### config.mk
export PLATFORM = sky130hd
export DESIGN_NAME = btlpm_ctrl
export DESIGN_NICKNAME = d
export VERILOG_FILES = /design/src/design/btlpm_pkg.sv /design/src/design/btlpm_ctrl.sv
export SDC_FILE = /design/constraint.sdc
export NUM_CORES = 1
export LEC_CHECK = 0
export ABC_AREA = 1
export BUFFER_PORTS_ARGS = -buffer_cell sky130_fd_sc_hd__buf_2
export CAP_MARGIN = 40
export CORE_ASPECT_RATIO = 0.7
export CORE_MARGIN = 4
export CORE_UTILIZATION = 40
export CTS_CLUSTER_DIAMETER = 120
export DETAILED_ROUTE_END_ITERATION = 10
export MAX_ROUTING_LAYER = met4
export PLACE_DENSITY = 0.62
export SYNTH_ARGS = -nofsm -noshare
export SYNTH_HDL_FRONTEND = slang
export SYNTH_SLANG_ARGS = --single-unit
### constraint.sdc
create_clock -name clk -period 7.4 [get_ports clk]
set_clock_uncertainty 0.1 [all_clocks]
set_input_delay 1.48 -clock clk [delete_from_list [all_inputs] [get_ports clk]]
set_output_delay 1.48 -clock clk [all_outputs]
set_load 0.005 [all_outputs]
### src/design/btlpm_pkg.sv
`timescale 1ns / 1ps

package btlpm_pkg;

    // Table sizing
    localparam int NODE_COUNT    = 1024;
    localparam int NODE_BITS     = $clog2(NODE_COUNT);
    localparam int CNT_BITS      = $clog2(NODE_COUNT + 1);
    localparam int ROUTE_ID_BITS = 16;
    localparam int ADDRESS_BITS  = 32;
    localparam int BIT_IDX_BITS  = (ADDRESS_BITS > 1) ? $clog2(ADDRESS_BITS) : 1;
    localparam int DEPTH_BITS    = $clog2(ADDRESS_BITS + 1);

    // Fixed field widths of the ports
    localparam int ADDR_W   = 32;
    localparam int LEN_W    = 6;
    localparam int RID_W    = 16;
    localparam int STATUS_W = 2;

    // Command codes
    localparam logic CMD_INSERT = 1'b0;
    localparam logic CMD_LOOKUP = 1'b1;

    // Status codes
    localparam logic [STATUS_W-1:0] STAT_DONE = 2'd0;
    localparam logic [STATUS_W-1:0] STAT_FULL = 2'd1;
    localparam logic [STATUS_W-1:0] STAT_MISS = 2'd2;

    // One trie node as stored in the node memory
    typedef struct packed {
        logic [NODE_BITS-1:0]     link1;
        logic [NODE_BITS-1:0]     link0;
        logic                     valid;
        logic [ROUTE_ID_BITS-1:0] route;
    } node_t;

    // Node memory request, one port shared by read and write
    typedef struct packed {
        logic                 rd_en;
        logic                 wr_en;
        logic [NODE_BITS-1:0] addr;
        node_t                wdata;
    } ram_req_t;

    // Result beat
    typedef struct packed {
        logic [STATUS_W-1:0] status;
        logic                hit;
        logic [RID_W-1:0]    route;
    } result_t;

    typedef enum logic [2:0] {
        S_IDLE,
        S_EVAL,
        S_CHECK,
        S_MAKE,
        S_FIN,
        S_DONE
    } state_t;

endpackage

### src/design/btlpm_ctrl.sv
`timescale 1ns / 1ps

module btlpm_ctrl
(
    input  logic                                clk,
    input  logic                                rst_n,
    input  logic                                in_fire,
    input  logic                                command,
    input  logic [btlpm_pkg::ADDR_W-1:0]        address,
    input  logic [btlpm_pkg::LEN_W-1:0]         prefix_length,
    input  logic [btlpm_pkg::RID_W-1:0]         route_id,
    output logic                                idle,
    output logic                                res_valid,
    input  logic                                res_ready,
    output btlpm_pkg::result_t                  res,
    output btlpm_pkg::ram_req_t                 ram_req,
    input  btlpm_pkg::node_t                    ram_rdata
);

    btlpm_pkg::state_t state_reg, state_next;

    logic                                   cmd_reg, cmd_next;
    logic [btlpm_pkg::ADDRESS_BITS-1:0]     addr_reg, addr_next;
    logic [btlpm_pkg::DEPTH_BITS-1:0]       len_reg, len_next;
    logic [btlpm_pkg::ROUTE_ID_BITS-1:0]    rid_reg, rid_next;
    logic [btlpm_pkg::NODE_BITS-1:0]        node_reg, node_next;
    logic [btlpm_pkg::DEPTH_BITS-1:0]       depth_reg, depth_next;
    btlpm_pkg::node_t                       cur_reg, cur_next;
    logic [btlpm_pkg::CNT_BITS-1:0]         used_reg, used_next;
    logic                                   found_reg, found_next;
    logic [btlpm_pkg::ROUTE_ID_BITS-1:0]    best_reg, best_next;
    logic [btlpm_pkg::STATUS_W-1:0]         status_reg, status_next;
    logic                                   root_init_reg, root_init_next;
    logic                                   root_rd_reg, root_rd_next;

    btlpm_pkg::node_t                       node_rd;
    logic [btlpm_pkg::BIT_IDX_BITS-1:0]     bit_pos;
    logic                                   bit_sel;
    logic [btlpm_pkg::NODE_BITS-1:0]        nx;
    logic                                   more_bits;
    logic                                   at_bottom;
    logic                                   advance;
    logic [btlpm_pkg::DEPTH_BITS-1:0]       need;
    logic                                   pool_short;
    logic [btlpm_pkg::DEPTH_BITS-1:0]       in_len_sat;
    logic [btlpm_pkg::NODE_BITS-1:0]        new_node;
    btlpm_pkg::node_t                       linked;
    btlpm_pkg::node_t                       routed;

    // Root reads as empty until it has been written once
    assign node_rd = root_rd_reg ? '0 : ram_rdata;

    // Address bit for the current depth, MSB first
    assign bit_pos = btlpm_pkg::BIT_IDX_BITS'(btlpm_pkg::ADDRESS_BITS - 1)
                   - depth_reg[btlpm_pkg::BIT_IDX_BITS-1:0];
    assign bit_sel = addr_reg[bit_pos];
    assign nx      = bit_sel ? node_rd.link1 : node_rd.link0;

    assign more_bits = (depth_reg < len_reg);
    assign at_bottom = (depth_reg == btlpm_pkg::DEPTH_BITS'(btlpm_pkg::ADDRESS_BITS));
    assign advance   = (nx != '0) &&
                       ((cmd_reg == btlpm_pkg::CMD_LOOKUP) ? !at_bottom : more_bits);

    // Free-pool check: nodes_used + need must stay within the pool
    assign need       = len_reg - depth_reg;
    assign pool_short = ({1'b0, used_reg} + (btlpm_pkg::CNT_BITS + 1)'(need))
                      > (btlpm_pkg::CNT_BITS + 1)'(btlpm_pkg::NODE_COUNT);

    assign in_len_sat = (prefix_length > btlpm_pkg::LEN_W'(btlpm_pkg::ADDRESS_BITS))
                      ? btlpm_pkg::DEPTH_BITS'(btlpm_pkg::ADDRESS_BITS)
                      : btlpm_pkg::DEPTH_BITS'(prefix_length);

    assign new_node = used_reg[btlpm_pkg::NODE_BITS-1:0];

    // Parent entry with the new child hooked in
    always_comb
    begin
        linked = cur_reg;
        if (bit_sel)
        begin
            linked.link1 = new_node;
        end
        else
        begin
            linked.link0 = new_node;
        end
    end

    // Final node with the route stored
    always_comb
    begin
        routed       = cur_reg;
        routed.valid = 1'b1;
        routed.route = rid_reg;
    end

    // Next state and datapath
    always_comb
    begin
        state_next     = state_reg;
        cmd_next       = cmd_reg;
        addr_next      = addr_reg;
        len_next       = len_reg;
        rid_next       = rid_reg;
        node_next      = node_reg;
        depth_next     = depth_reg;
        cur_next       = cur_reg;
        used_next      = used_reg;
        found_next     = found_reg;
        best_next      = best_reg;
        status_next    = status_reg;
        root_rd_next   = root_rd_reg;

        case (state_reg)
            btlpm_pkg::S_IDLE:
            begin
                if (in_fire)
                begin
                    cmd_next     = command;
                    addr_next    = address[btlpm_pkg::ADDRESS_BITS-1:0];
                    len_next     = in_len_sat;
                    rid_next     = route_id[btlpm_pkg::ROUTE_ID_BITS-1:0];
                    node_next    = '0;
                    depth_next   = '0;
                    found_next   = 1'b0;
                    best_next    = '0;
                    root_rd_next = !root_init_reg;
                    state_next   = btlpm_pkg::S_EVAL;
                end
            end
            btlpm_pkg::S_EVAL:
            begin
                if ((cmd_reg == btlpm_pkg::CMD_LOOKUP) && node_rd.valid)
                begin
                    found_next = 1'b1;
                    best_next  = node_rd.route;
                end
                if (advance)
                begin
                    node_next    = nx;
                    depth_next   = depth_reg + 1'b1;
                    root_rd_next = 1'b0;
                end
                else if (cmd_reg == btlpm_pkg::CMD_LOOKUP)
                begin
                    status_next = (found_reg || node_rd.valid) ? btlpm_pkg::STAT_DONE
                                                               : btlpm_pkg::STAT_MISS;
                    state_next  = btlpm_pkg::S_DONE;
                end
                else
                begin
                    cur_next   = node_rd;
                    state_next = btlpm_pkg::S_CHECK;
                end
            end
            btlpm_pkg::S_CHECK:
            begin
                if (pool_short)
                begin
                    status_next = btlpm_pkg::STAT_FULL;
                    state_next  = btlpm_pkg::S_DONE;
                end
                else if (more_bits)
                begin
                    state_next = btlpm_pkg::S_MAKE;
                end
                else
                begin
                    state_next = btlpm_pkg::S_FIN;
                end
            end
            btlpm_pkg::S_MAKE:
            begin
                node_next  = new_node;
                used_next  = used_reg + 1'b1;
                depth_next = depth_reg + 1'b1;
                cur_next   = '0;
                if ((depth_reg + 1'b1) == len_reg)
                begin
                    state_next = btlpm_pkg::S_FIN;
                end
            end
            btlpm_pkg::S_FIN:
            begin
                status_next = btlpm_pkg::STAT_DONE;
                state_next  = btlpm_pkg::S_DONE;
            end
            btlpm_pkg::S_DONE:
            begin
                if (res_ready)
                begin
                    state_next = btlpm_pkg::S_IDLE;
                end
            end
            default:
            begin
                state_next = btlpm_pkg::S_IDLE;
            end
        endcase
    end

    // Outputs: memory request, handshake, result
    always_comb
    begin
        ram_req       = '0;
        idle          = 1'b0;
        res_valid     = 1'b0;
        res.status    = status_reg;
        res.hit       = found_reg;
        res.route     = btlpm_pkg::RID_W'(best_reg);

        case (state_reg)
            btlpm_pkg::S_IDLE:
            begin
                idle          = 1'b1;
                ram_req.rd_en = in_fire;
                ram_req.addr  = '0;
            end
            btlpm_pkg::S_EVAL:
            begin
                ram_req.rd_en = advance;
                ram_req.addr  = nx;
            end
            btlpm_pkg::S_MAKE:
            begin
                ram_req.wr_en = 1'b1;
                ram_req.addr  = node_reg;
                ram_req.wdata = linked;
            end
            btlpm_pkg::S_FIN:
            begin
                ram_req.wr_en = !cur_reg.valid;
                ram_req.addr  = node_reg;
                ram_req.wdata = routed;
            end
            btlpm_pkg::S_DONE:
            begin
                res_valid = 1'b1;
            end
            default:
            begin
                idle = 1'b0;
            end
        endcase
    end

    // Root becomes real memory content once written
    assign root_init_next = root_init_reg || (ram_req.wr_en && (ram_req.addr == '0));

    always_ff @(posedge clk or negedge rst_n)
    begin
        if (!rst_n)
        begin
            state_reg     <= btlpm_pkg::S_IDLE;
            used_reg      <= btlpm_pkg::CNT_BITS'(1);
            root_init_reg <= 1'b0;
            root_rd_reg   <= 1'b0;
        end
        else
        begin
            state_reg     <= state_next;
            used_reg      <= used_next;
            root_init_reg <= root_init_next;
            root_rd_reg   <= root_rd_next;
        end
    end

    // Payload registers
    always_ff @(posedge clk)
    begin
        cmd_reg    <= cmd_next;
        addr_reg   <= addr_next;
        len_reg    <= len_next;
        rid_reg    <= rid_next;
        node_reg   <= node_next;
        depth_reg  <= depth_next;
        cur_reg    <= cur_next;
        found_reg  <= found_next;
        best_reg   <= best_next;
        status_reg <= status_next;
    end

endmodule

==> run_results.csv <==
group,metric,value,unit
cts,insertion_delay,0.42,ns
placed_design,detailed_place_hpwl,13.90,mm
cts,cts.repair.resized,0,
sta,timing.final.crit_period,5.444,ns
layout,final_cell_area,8866,um^2
synthesis,syn_area,7222,um^2
synthesis,synth-warning-count,0,
sta,max_freq,183.7,MHz
route,drc,0,
cts,htreeDepth,4,
route,drt-vias-per-instance,5.013,
floorplan,core.rowCount,40,
cts,cts.sink_count,143,
global_routing,grt_start_max_net_pins,78,
sta,slew_headroom,46.46,%
route,drt-total-wl,18.94,mm
cts,ctsLongestPathBuffers,2,
synthesis,post_synth_inst_count,761,
synthesis,postSynthRegisterBits,143,
layout,final_nets,1028,
placed_design,dpl.cell_count,1127,
route,detailroute.via_count,5825,
layout,drive_gt1_share,23.60,%
sta,fin_ws,1.956,ns
cts,cts.root.buffer_cell,"sky130_fd_sc_hd__clkbuf_16",
sta,finalSetupViolations,0,
pwr,cellLeakagePower,0.003974,uW
synthesis,synth_area_leader_cell,"sky130_fd_sc_hd__edfxtp_1",
synthesis,synth.top_cell.area_share,52.81,%
critical_path,crit_path_category,"register to output port",
route,ant_nets_after_route,0,
cts,cts_inserted_buffers,17,
global_routing,grt_overflow_total,0,
placed_design,placement.io_buffers,165,
cts,cts.reportedPaths.clkPinSlew,0.07,ns
outcome,status,"finished clean",
floorplan,die_span_x,168.6,um
critical_path,timing.critical_path.fanout_max,29,
cts,tritoncts_clock_tree,"built",
placed_design,place_congestion,0.8811,
floorplan,pin_count,166,
placed_design,dp_slack,2.400,ns
job,maxCapViolations,0,
layout,fillers,1616,
synthesis,postSynthNetCount,874,
sta,finalSetupTns,0,ns
layout,syn_to_final_growth,22.77,%
sta,worst_slew_pin_slew,0.7947,ns
synthesis,synth.avg_cell_area,9.490,um^2
global_routing,wire_length_of_the_first_global_routing_pass,29.93,mm
sta,grt_setup_unrepaired,"no",
critical_path,worst_setup_path_end_kind,"output port",
cts,cts_post_setup_buffers_inserted,0,
min_path,holdCritPathClass,"register to register",
layout,largest_register_ff_count,37,
route,routedWlPerCell,16.30,um
global_routing,antenna_found_initial,3,
global_routing,grt.total_usage,19.29,%
synthesis,synth.yosys.seq_area_share,58.37,%
critical_path,critical_path_arrival,3.86,ns
pwr,power_total,3749,uW
floorplan,floorplan.die_area,20300,um^2
placed_design,place_area,8263,um^2
pwr,power_density,422.8,nW/um^2
pwr,irDropWorstVdd,196.6,uV
route,iteration_0_drc_count_of_the_detailed_router,486,
layout,post_layout_nonfiller_instances,1162,
route,number_of_detailed_route_iterations_in_the_first_pass,6,
global_routing,vias_in_the_first_global_route,5642,
synthesis,post_synth_num_cell_types,33,
floorplan,core_area,17420,um^2
critical_path,cp-start-kind,"register",
floorplan,start_util,41.47,%
cts,ctsHoldBuffers,0,
floorplan,die_h,120.4,um
critical_path,required,5.82,ns
sta,final_cycle_utilization_of_the_critical_path,73.56,%
sta,number_of_hold_violations_in_the_final_report,0,
sta,maxSlewViolCount,0,
synthesis,netlist_top_cells_area,"sky130_fd_sc_hd__edfxtp_1 (53%), sky130_fd_sc_hd__nand2_1 (9.1%), sky130_fd_sc_hd__dfrtp_1 (5.2%)",
layer usage:
layer / global-route usage, % / share of wire [%] / up-vias / wire length, um
met3: 6.536 / 9.1 / 21 / 1730
met2: 26.00 / 41 / 213 / 7796
li1: - / - / 2896 / -
met5: - / 0 / - / 0
met4: 4.308 / 1.2 / 0 / 229
met1: 28.13 / 48 / 2695 / 9179
critical path: stages (launching register included):
cell and delay (ns):
sky130_fd_sc_hd__edfxtp_1 0.81, sky130_fd_sc_hd__inv_4 0.19, sky130_fd_sc_hd__nand2_1 0.12, sky130_fd_sc_hd__nand3_1 0.07, sky130_fd_sc_hd__nand3_1 0.08, sky130_fd_sc_hd__nand2_1 0.05, sky130_fd_sc_hd__nor2_1 0.08, sky130_fd_sc_hd__nand2_1 0.25
sky130_fd_sc_hd__nand2_1 0.70, sky130_fd_sc_hd__inv_1 0.55, sky130_fd_sc_hd__nor2_1 0.25, sky130_fd_sc_hd__o22ai_1 0.09, sky130_fd_sc_hd__nand2_1 0.08, sky130_fd_sc_hd__buf_2 0.10
final timing paths:
kind	startpoint	endpoint	slack, ns	depth (start not counted)
worst max-delay path	depth_reg[0]$_SDFFCE_PN0P_	ram_req[31]	1.96	13
worst min-delay path	root_init_reg$_DFF_PN0_	root_init_reg$_DFF_PN0_	0.37	2
worst max register to register	depth_reg[0]$_SDFFCE_PN0P_	status_reg[0]$_DFFE_PP_	3.11	17
worst min register to register	root_init_reg$_DFF_PN0_	root_init_reg$_DFF_PN0_	0.37	2
max in group asynchronous	rst_n	used_reg[0]$_DFFE_PN1N_	5.98	1
min in group asynchronous	rst_n	used_reg[7]$_DFFE_PN0N_	0.89	1
synth_stat cells:
| master | n |
|---|---|
| sky130_fd_sc_hd__ha_1 | 15 |
| sky130_fd_sc_hd__nand3_2 | 2 |
| sky130_fd_sc_hd__nand4_1 | 9 |
| sky130_fd_sc_hd__dfstp_2 | 1 |
| sky130_fd_sc_hd__edfxtp_1 | 127 |
| sky130_fd_sc_hd__or2_2 | 3 |
| sky130_fd_sc_hd__buf_6 | 3 |
| sky130_fd_sc_hd__inv_2 | 2 |
| sky130_fd_sc_hd__buf_4 | 4 |
| sky130_fd_sc_hd__inv_4 | 1 |
| sky130_fd_sc_hd__o31ai_1 | 1 |
| sky130_fd_sc_hd__xnor2_1 | 6 |
| sky130_fd_sc_hd__a21boi_0 | 1 |
| sky130_fd_sc_hd__o211ai_1 | 1 |
| sky130_fd_sc_hd__o21ai_0 | 56 |
| sky130_fd_sc_hd__a22o_1 | 16 |
| sky130_fd_sc_hd__nor2_1 | 85 |
| sky130_fd_sc_hd__o21ai_1 | 1 |
| sky130_fd_sc_hd__nand3_1 | 59 |
| sky130_fd_sc_hd__dfrtp_1 | 15 |
| sky130_fd_sc_hd__nor2_2 | 1 |
| sky130_fd_sc_hd__o22ai_1 | 2 |
| sky130_fd_sc_hd__nor3_1 | 42 |
| sky130_fd_sc_hd__a21oi_1 | 12 |
| sky130_fd_sc_hd__and2_1 | 1 |
| sky130_fd_sc_hd__clkbuf_1 | 23 |
| sky130_fd_sc_hd__and3_1 | 1 |
| sky130_fd_sc_hd__xor2_1 | 17 |
| sky130_fd_sc_hd__nand2_1 | 176 |
| sky130_fd_sc_hd__buf_1 | 1 |
| sky130_fd_sc_hd__buf_2 | 7 |
| sky130_fd_sc_hd__inv_1 | 68 |
| sky130_fd_sc_hd__fa_1 | 2 |
cell families after synthesis:
logic type	Yosys count	share of synthesized area, %
flip-flops	143	58.37
AND/OR/NAND/NOR	379	22.14
buffers and inverters	109	6.341
AO/OA/AOI/OAI	90	7.207
adder cells (fa/ha/maj)	17	3.153
XOR/XNOR	23	2.789
area by class of cell:
class / instances / area (um^2) / share of cell area, %
diodes: 3 / 7.507 / 0.08467
multi-input cells: 509 / 2580 / 29.10
well taps: 231 / 289.0 / 3.260
clock buffers: 17 / 425.4 / 4.798
inverters: 71 / 269.0 / 3.034
clock inverters: 15 / 170.2 / 1.919
repair buffers: 173 / 909.6 / 10.26
flip-flops and latches: 143 / 4215 / 47.54
cells in the final DEF, fill, tap and decap left out, types with 3 or more instances in the layout:
cell type	n
sky130_fd_sc_hd__a22o_1	16
sky130_fd_sc_hd__inv_8	6
sky130_fd_sc_hd__nand4_1	9
sky130_fd_sc_hd__xor2_1	17
sky130_fd_sc_hd__inv_1	68
sky130_fd_sc_hd__diode_2	3
sky130_fd_sc_hd__clkinv_8	4
sky130_fd_sc_hd__nand2_1	176
sky130_fd_sc_hd__edfxtp_1	127
sky130_fd_sc_hd__xnor2_1	6
sky130_fd_sc_hd__nand3_1	59
sky130_fd_sc_hd__nor2_1	82
sky130_fd_sc_hd__clkbuf_16	17
sky130_fd_sc_hd__dfrtp_1	15
sky130_fd_sc_hd__nor3_1	42
sky130_fd_sc_hd__buf_2	165
sky130_fd_sc_hd__o21ai_0	56
sky130_fd_sc_hd__buf_4	6
sky130_fd_sc_hd__or2_2	3
sky130_fd_sc_hd__ha_1	15
sky130_fd_sc_hd__a21oi_1	12
report_power, final:
part           total, uW  switching [uW]  internal (uW)  leakage, uW
clock                847             393            455     0.000287
sequential          1370             145           1230      0.00142
combinational       1530            1010            517      0.00227
total               3750            1550           2200      0.00397
through the flow:
| step | utilization, % | hold WS (ns) |
|---|---|---|
| floorplan | - | 0.3216 |
| global placement | 47.18 | 0.3515 |
| detailed placement | 47.44 | 0.3545 |
| CTS | 50.86 | 0.3707 |
| global route | 50.91 | 0.4270 |
| finish | 50.91 | 0.3703 |
Note: power is estimated with default switching activity, not from simulation.
